`src/hdl/skn_pkg.sv`:
```
package skn_pkg;

  localparam int MaxJoints    = 256;
  localparam int JntAw        = (MaxJoints > 1) ? $clog2(MaxJoints) : 1;
  localparam int BW           = 40;
  localparam int AW           = 17;
  localparam int PW           = AW + BW;
  localparam int RW           = PW + 1;
  localparam int TW           = 36;
  localparam int AccW         = 48;
  localparam int StepsPerVec  = 18;
  localparam int StepW        = 5;
  localparam int CntW         = 6;
  localparam int LastStep     = 2 * StepsPerVec - 1;

  typedef struct packed {
    logic               kind;
    logic [7:0]         joint_index;
    logic signed [31:0] a_x;
    logic signed [31:0] a_y;
    logic signed [31:0] a_z;
    logic signed [15:0] b_w;
    logic signed [15:0] b_x;
    logic signed [15:0] b_y;
    logic signed [15:0] b_z;
    logic [15:0]        bias;
    logic               last_weight;
  } skn_req_t;

  typedef struct packed {
    logic signed [31:0] pos_x;
    logic signed [31:0] pos_y;
    logic signed [31:0] pos_z;
    logic signed [15:0] normal_x;
    logic signed [15:0] normal_y;
    logic signed [15:0] normal_z;
  } skn_rsp_t;

  typedef enum logic [1:0] {ST_IDLE, ST_RUN, ST_DRAIN, ST_EMIT} state_e;
  typedef enum logic [2:0] {A_QW, A_QX, A_QY, A_QZ, A_BIAS} asel_e;
  typedef enum logic [1:0] {B_V, B_T, B_U} bsrc_e;
  typedef enum logic [2:0] {ACT_NONE, ACT_T, ACT_H, ACT_U, ACT_ACC} act_e;

  typedef struct packed {
    asel_e      a_sel;
    bsrc_e      b_src;
    logic [1:0] b_idx;
    logic       sub;
    act_e       act;
    logic [1:0] dst;
  } uop_t;

  typedef struct packed {
    logic valid;
    logic vec;
    uop_t uop;
  } issue_t;

  function automatic uop_t uop_decode(logic [StepW-1:0] s);
    uop_t u;
    u = '{A_QW, B_V, 2'd0, 1'b0, ACT_NONE, 2'd0};
    unique case (s)
      5'd0:  u = '{A_QY, B_V, 2'd2, 1'b0, ACT_NONE, 2'd0};
      5'd1:  u = '{A_QZ, B_V, 2'd1, 1'b1, ACT_T,    2'd0};
      5'd2:  u = '{A_QZ, B_V, 2'd0, 1'b0, ACT_NONE, 2'd1};
      5'd3:  u = '{A_QX, B_V, 2'd2, 1'b1, ACT_T,    2'd1};
      5'd4:  u = '{A_QX, B_V, 2'd1, 1'b0, ACT_NONE, 2'd2};
      5'd5:  u = '{A_QY, B_V, 2'd0, 1'b1, ACT_T,    2'd2};
      5'd6:  u = '{A_QW, B_T, 2'd0, 1'b0, ACT_H,    2'd0};
      5'd7:  u = '{A_QY, B_T, 2'd2, 1'b0, ACT_NONE, 2'd0};
      5'd8:  u = '{A_QZ, B_T, 2'd1, 1'b1, ACT_U,    2'd0};
      5'd9:  u = '{A_QW, B_T, 2'd1, 1'b0, ACT_H,    2'd1};
      5'd10: u = '{A_QZ, B_T, 2'd0, 1'b0, ACT_NONE, 2'd1};
      5'd11: u = '{A_QX, B_T, 2'd2, 1'b1, ACT_U,    2'd1};
      5'd12: u = '{A_QW, B_T, 2'd2, 1'b0, ACT_H,    2'd2};
      5'd13: u = '{A_QX, B_T, 2'd1, 1'b0, ACT_NONE, 2'd2};
      5'd14: u = '{A_QY, B_T, 2'd0, 1'b1, ACT_U,    2'd2};
      5'd15: u = '{A_BIAS, B_U, 2'd0, 1'b0, ACT_ACC, 2'd0};
      5'd16: u = '{A_BIAS, B_U, 2'd1, 1'b0, ACT_ACC, 2'd1};
      5'd17: u = '{A_BIAS, B_U, 2'd2, 1'b0, ACT_ACC, 2'd2};
      default: u = '{A_QW, B_V, 2'd0, 1'b0, ACT_NONE, 2'd0};
    endcase
    return u;
  endfunction

  function automatic logic signed [RW-1:0] rnd(logic signed [RW-1:0] p, int s);
    logic signed [RW-1:0] half;
    half = RW'(1) <<< (s - 1);
    return (p + half) >>> s;
  endfunction

endpackage

```
`src/hdl/skn_dp.sv`:
```
module skn_dp import skn_pkg::*; (
  input  logic        clk_i,
  input  logic        rst_ni,
  input  logic        load_i,
  input  skn_req_t    req_i,
  input  logic [63:0] rot_i,
  input  logic [63:0] loc_xy_i,
  input  logic [31:0] loc_z_i,
  input  logic        jnt_ok_i,
  input  issue_t      issue_i,
  input  logic        clr_i,
  output skn_rsp_t    res_o
);

  skn_req_t                req_q;
  issue_t                  ctl_q;
  logic signed [PW-1:0]    prod_q;
  logic signed [RW-1:0]    p_q;
  logic signed [TW-1:0]    t_q    [3];
  logic signed [BW-1:0]    h_q    [3];
  logic signed [BW-1:0]    u_q    [3];
  logic signed [AccW-1:0]  pacc_q [3];
  logic signed [AccW-1:0]  nacc_q [3];

  logic signed [15:0]      q      [4];
  logic signed [BW-1:0]    vp     [3];
  logic signed [BW-1:0]    vn     [3];
  logic signed [BW-1:0]    loc    [3];
  logic signed [AW-1:0]    a_op;
  logic signed [BW-1:0]    b_op;
  logic signed [BW-1:0]    v_iss;
  logic signed [BW-1:0]    v_cmp;
  logic signed [PW-1:0]    prod_d;
  logic signed [RW-1:0]    p_cur;
  logic signed [RW-1:0]    r13;
  logic signed [RW-1:0]    r14;
  logic signed [RW-1:0]    r15;
  logic signed [BW-1:0]    loc_sel;
  logic signed [AccW:0]    sum;
  logic signed [AccW-1:0]  sum_sat;

  assign q[0] = jnt_ok_i ? rot_i[15:0]  : 16'sd0;
  assign q[1] = jnt_ok_i ? rot_i[31:16] : 16'sd0;
  assign q[2] = jnt_ok_i ? rot_i[47:32] : 16'sd0;
  assign q[3] = jnt_ok_i ? rot_i[63:48] : 16'sd0;

  assign loc[0] = jnt_ok_i ? BW'($signed(loc_xy_i[31:0]))  : '0;
  assign loc[1] = jnt_ok_i ? BW'($signed(loc_xy_i[63:32])) : '0;
  assign loc[2] = jnt_ok_i ? BW'($signed(loc_z_i))         : '0;

  assign vp[0] = BW'(req_q.a_x);
  assign vp[1] = BW'(req_q.a_y);
  assign vp[2] = BW'(req_q.a_z);
  assign vn[0] = BW'(req_q.b_x);
  assign vn[1] = BW'(req_q.b_y);
  assign vn[2] = BW'(req_q.b_z);

  always_comb begin
    case (issue_i.uop.a_sel)
      A_QW:    a_op = AW'(q[0]);
      A_QX:    a_op = AW'(q[1]);
      A_QY:    a_op = AW'(q[2]);
      A_QZ:    a_op = AW'(q[3]);
      A_BIAS:  a_op = $signed({1'b0, req_q.bias});
      default: a_op = '0;
    endcase
    v_iss = issue_i.vec ? vn[issue_i.uop.b_idx] : vp[issue_i.uop.b_idx];
    case (issue_i.uop.b_src)
      B_V:     b_op = v_iss;
      B_T:     b_op = BW'(t_q[issue_i.uop.b_idx]);
      B_U:     b_op = u_q[issue_i.uop.b_idx];
      default: b_op = '0;
    endcase
  end

  assign prod_d = PW'(a_op * b_op);

  assign p_cur   = ctl_q.uop.sub ? (p_q - RW'(prod_q)) : RW'(prod_q);
  assign r13     = rnd(p_cur, 13);
  assign r14     = rnd(p_cur, 14);
  assign r15     = rnd(p_cur, 15);
  assign v_cmp   = ctl_q.vec ? vn[ctl_q.uop.dst] : vp[ctl_q.uop.dst];
  assign loc_sel = ctl_q.vec ? '0 : loc[ctl_q.uop.dst];
  assign sum     = ctl_q.vec ? ((AccW+1)'(nacc_q[ctl_q.uop.dst]) + (AccW+1)'(r15))
                             : ((AccW+1)'(pacc_q[ctl_q.uop.dst]) + (AccW+1)'(r15));

  always_comb begin
    if (sum > $signed({2'b00, {(AccW-1){1'b1}}})) begin
      sum_sat = {1'b0, {(AccW-1){1'b1}}};
    end else if (sum < $signed({2'b11, {(AccW-1){1'b0}}})) begin
      sum_sat = {1'b1, {(AccW-1){1'b0}}};
    end else begin
      sum_sat = sum[AccW-1:0];
    end
  end

  always_ff @(posedge clk_i) begin
    if (load_i) begin
      req_q <= req_i;
    end
    prod_q <= prod_d;
    if (ctl_q.valid) begin
      p_q <= p_cur;
      case (ctl_q.uop.act)
        ACT_T:   t_q[ctl_q.uop.dst] <= r13[TW-1:0];
        ACT_H:   h_q[ctl_q.uop.dst] <= v_cmp + r14[BW-1:0];
        ACT_U:   u_q[ctl_q.uop.dst] <= h_q[ctl_q.uop.dst] + r14[BW-1:0] + loc_sel;
        default: ;
      endcase
    end
  end

  always_ff @(posedge clk_i or negedge rst_ni) begin
    if (!rst_ni) begin
      ctl_q <= '0;
    end else begin
      ctl_q <= issue_i;
    end
  end

  always_ff @(posedge clk_i or negedge rst_ni) begin
    if (!rst_ni) begin
      for (int i = 0; i < 3; i++) begin
        pacc_q[i] <= '0;
        nacc_q[i] <= '0;
      end
    end else if (clr_i) begin
      for (int i = 0; i < 3; i++) begin
        pacc_q[i] <= '0;
        nacc_q[i] <= '0;
      end
    end else if (ctl_q.valid && ctl_q.uop.act == ACT_ACC) begin
      if (ctl_q.vec) begin
        nacc_q[ctl_q.uop.dst] <= sum_sat;
      end else begin
        pacc_q[ctl_q.uop.dst] <= sum_sat;
      end
    end
  end

  function automatic logic signed [31:0] sat32(logic signed [AccW-1:0] v);
    if (v > AccW'(32'sh7fffffff)) return 32'sh7fffffff;
    if (v < AccW'(-32'sh7fffffff - 32'sd1)) return 32'sh80000000;
    return v[31:0];
  endfunction

  function automatic logic signed [15:0] sat16(logic signed [AccW-1:0] v);
    if (v > AccW'(16'sh7fff)) return 16'sh7fff;
    if (v < AccW'(-16'sh7fff - 16'sd1)) return 16'sh8000;
    return v[15:0];
  endfunction

  assign res_o.pos_x    = sat32(pacc_q[0]);
  assign res_o.pos_y    = sat32(pacc_q[1]);
  assign res_o.pos_z    = sat32(pacc_q[2]);
  assign res_o.normal_x = sat16(nacc_q[0]);
  assign res_o.normal_y = sat16(nacc_q[1]);
  assign res_o.normal_z = sat16(nacc_q[2]);

endmodule
```
`config.mk`:
```
export PLATFORM = sky130hd
export DESIGN_NAME = skn_dp
export DESIGN_NICKNAME = d
export VERILOG_FILES = /design/src/hdl/skn_pkg.sv /design/src/hdl/skn_dp.sv
export SDC_FILE = /design/constraint.sdc
export NUM_CORES = 2
export LEC_CHECK = 0
export ABC_AREA = 1
export BUFFER_PORTS_ARGS = -buffer_cell sky130_fd_sc_hd__buf_2
export CAP_MARGIN = 5
export CORE_ASPECT_RATIO = 1.25
export CORE_MARGIN = 10
export CORE_UTILIZATION = 30
export CTS_CLUSTER_SIZE = 30
export DETAILED_ROUTE_END_ITERATION = 8
export HOLD_SLACK_MARGIN = 0.03
export PLACE_DENSITY = 0.43
export SLEW_MARGIN = 15
export SYNTH_ARGS = -nofsm -noshare
export SYNTH_HDL_FRONTEND = slang
export SYNTH_SLANG_ARGS = --single-unit
```
`constraint.sdc`:
```
create_clock -name clk_i -period 9.6 [get_ports clk_i]
set_clock_uncertainty 0.15 [all_clocks]
set_input_delay 0.48 -clock clk_i [delete_from_list [all_inputs] [get_ports clk_i]]
set_output_delay 0.48 -clock clk_i [all_outputs]
set_load 0.005 [all_outputs]
```
==> run summary <==
The run finished with clean final reports. The number of buffers inserted during clock tree synthesis is 108. The full die area came out at 283000 um2. VDD sags by at most 0.300 mV. In this run, synthesis inferred 566 flip-flops with an integrated enable. The fraction of registers with async set/reset came out at between 30% and 40%. STA classifies the critical path startpoint as a primary input. The die outline width came out at 478 um. In this run the worst hold path is classified as in2async.

The number of global-route vias before repair came out at 72100. The share of total power dissipated in the clock network is between 10% and 20%. In this design, the critical path's most frequently occurring cell is nand2_1. The mean post-synth cell area is just over 8 um2.

The ratio of total power to cell area came out at roughly 350 nW/um2. The maximum number of buffers from clock root to sink is 3. The power share of the sequential group came out at roughly 20%. The clock-pin slew on the worst setup and hold paths is around 0.070 ns. The initial antenna violation count is 11.

The worst setup path category is in2reg. The largest single stage delay on the critical path is 0.58 ns. The total detailed-routing wirelength came out at 337000 um. The core area came out at 261000 um2. The clock root buffer is clkbuf_16. The internal power contribution is approximately 0.015 W. The cell count after synthesis is 9638. After floorplanning, the core was divided into 210 placement rows. The TritonCTS sink count came out at between 900 and 1000. The initial cell density of the core came out at 30.1%. The first-pass GRT wire length came out at between 400000 and 500000 um. Headroom to the max-slew limit came out at around 17%. The number of buffers and inverters on the critical path is 9. Among cell families on the critical path, the largest total delay comes from adder cells. The critical path required time is 10.14 ns. The detailed-router iteration count before antenna repair is 5.

Once the clock tree was built, the resizer swapped 0 gates to a different size. The share of the Yosys chip area taken by registers is roughly a third. The routed design could run at a clock period as short as roughly 9.1 ns. Setup violations remaining at the end of the flow were counted as 0.

The count of filler cells inserted in the layout is between 20000 and 30000. The share of final-layout standard cells stronger than drive strength 1 is 11.4%. When the netlist entered floorplanning its net count stood at 11000. The slowest stage of the critical path belongs to the cell nor4_1.

The count of warnings emitted by yosys is 0. The worst setup path is captured at a register. The final HPWL from detailed placement is 266000 um. In this run the post-CTS setup repair buffer count came out at 0. The largest net degree at the start of global routing came out at 154. The number of levels the H-tree was split into is 3. The count of unique library cells instantiated by Yosys is 69. The quantity of I/O buffers inserted on ports came out at 483. The total design power came out at 0.0323 W. The via total after detailed routing came out at 69400. The reported leakage power came out at 41.9 nW. The net count of the finished layout is about 12000. After detailed placement, the total cell area comes to between 80000 and 90000 um2. The critical register-to-register path endpoint is prod_q[55]. The count of routing violations after the opening detailed-route iteration is 5014. Setup repair after global routing left no endpoint under its margin. Combinational logic is responsible for between 60% and 70% of the overall power. The number of hold buffers added after CTS was between 150 and 200. The final design instance area without fill came out at 91400 um2. The clock latency on the worst-skew pair came out at about 0.77 ns.

TritonCTS built the clock tree. The height of the die is 593 um. In this run, synthesis produced a sequential element count of 919. The total negative setup slack came out at 0 ns. The worst path arrival time is 9.66 ns. The detail-routed net length per standard cell is around 24 um. The maximum frequency from static timing analysis came out at 110 MHz. In this run the power spent charging and discharging nets is approximately 0.018 W. The setup slack of the most critical reg-to-reg path is 1.01 ns. The highest net fanout along the worst path came out at 33. The area growth from synthesis to layout is 16.1%. The switching part of the total power is between 50% and 60%.

The routability congestion estimate from global placement came out at 0.933. The final-report hold violation count is 0. The number of pins with negative max-slew slack in the final report is 0.

The logic depth of the worst register-to-register path is 34. The mapped cell area is 78700 um2. The final cycle utilization of the critical path came out at 95.0%. The detail route stage leaves a number of antenna-violating nets equal to 0. 510 I/O pins were placed.

Global routing finished with a remaining overflow of 0. The post-detailed-route DRC marker count is 0. The number of maximum-capacitance violations came out at 0. The slew at the pin closest to its max-slew limit is 1.24 ns. The post-detailed-route via-to-cell ratio is 5.02. The predominant post-synthesis flop cell is edfxtp_1.

In the global route stage, overall resource usage came out at 23.1%. The startpoint of the worst register-to-register path is req_q[92].
[state kept, by name (all words and copies together) (netlist names)]
signal / flops
h_q: 120
t_q: 108
u_q: 120
req_q: 160
pacc_q: 144
prod_q: 57
p_q: 58
nacc_q: 144
ctl_q: 8
[cell type report]
cell class	count	area, um2	share of cell area, %
well taps	3498	4380	4.79
repair buffers	863	5830	6.39
flip-flops and latches	919	25600	28.0
inverters	1457	5480	6.00
clock buffers	141	2990	3.28
clock inverters	60	661	0.723
diodes	5	12.5	0.0137
multi-input cells	6873	46400	50.8
[worst max-delay path by stage]
stage,from,endpoint,slack [ns],cells after the start
after detailed placement,issue_i[13],prod_q[50],0.36,32
after CTS,issue_i[13],prod_q[50],0.60,33
after global placement,issue_i[13],prod_q[51],0.34,32
after floorplan,issue_i[12],prod_q[56],2.12,26
final,issue_i[13],prod_q[55],0.48,33
after global routing,issue_i[13],prod_q[54],0.13,33
[worst register-to-register path: cells and delay by family (launching register included)]
family,cells,cell delay [ns]
adder cells (fa/ha/maj),7,3.37
AND/OR/NAND/NOR,14,2.64
AO/OA/AOI/OAI,5,0.97
buffers and inverters,7,0.86
flip-flops,1,0.34
XOR/XNOR,1,0.16
[synth_stat cells, types with 57 or more instances]
master / n / share of area [%]
nor2_1: 744 / 3.5
xor2_1: 196 / 2.2
edfxtp_1: 566 / 22
ha_1: 315 / 5.0
xnor2_1: 91 / 1.0
o21ai_1: 103 / 0.66
nand3_1: 301 / 1.9
dfrtp_1: 296 / 9.4
inv_1: 1364 / 6.5
nor4_1: 61 / 0.49
a21oi_1: 572 / 3.6
nand4_1: 88 / 0.70
fa_1: 685 / 17
o22ai_1: 72 / 0.57
o21ai_0: 781 / 5.0
dfxtp_1: 57 / 1.5
clkbuf_1: 329 / 1.6
nand2_1: 2336 / 11
[power groups by stage]
stage          Combinational, W  Sequential [W]  Clock, W
2_1_floorplan            0.0127         0.00625         0
3_3_place_gp             0.0215         0.00654         0
3_5_place_dp             0.0215         0.00655         0
4_1_cts                  0.0217         0.00648   0.00439
5_1_grt                  0.0235         0.00655   0.00453
6_report                 0.0216         0.00649   0.00429
[routing by layer]
layer | part of all wire (%) | global-route usage (%)
met1 | 41 | 28.4
met2 | 51 | 41.7
met3 | 4.4 | 2.47
met4 | 3.9 | 8.21
met5 | 0.012 | 0
[cells in the final DEF (no fill, tap or decap), types with 91 or more instances in the layout]
| cell type | instances |
|---|---|
| nand2_1 | 2334 |
| inv_1 | 1359 |
| o21ai_0 | 778 |
| nor2_1 | 724 |
| fa_1 | 685 |
| edfxtp_1 | 566 |
| a21oi_1 | 563 |
| buf_2 | 479 |
| ha_1 | 315 |
| nand3_1 | 301 |
| dfrtp_1 | 291 |
| buf_4 | 203 |
| xor2_1 | 196 |
| dlygate4sd3_1 | 169 |
| clkbuf_16 | 113 |
| o21ai_1 | 103 |
| xnor2_1 | 91 |
[logic make-up (layout without fill, tap and decap cells)]
logic type,after synthesis,count (layout),share of synthesized area [%]
buffers and inverters,1846,2521,8.88
xor gates and xnor gates,290,290,3.28
adders and majority gates,1000,1000,22.4
DFF,919,919,32.5
and+or+nand+nor,3746,3746,19.9
AOI/OAI and AO/OA,1837,1837,13.0
other,0,5,0
[stage by stage]
| step | hold slack (ns) | setup WS, ns | instances | util [%] |
|---|---|---|---|---|
| CTS | 0.129 | 0.605 | 13800 | 34.9 |
| floorplan | 0.0344 | 2.12 | 9638 | - |
| global placement | 0.318 | 0.341 | 13400 | 32.9 |
| finish | 0.144 | 0.482 | 13800 | 34.9 |
| global route | 0.179 | 0.132 | 13800 | 34.9 |
| detailed placement | 0.322 | 0.358 | 13400 | 32.9 |
Power figures use the tool's default switching activity.
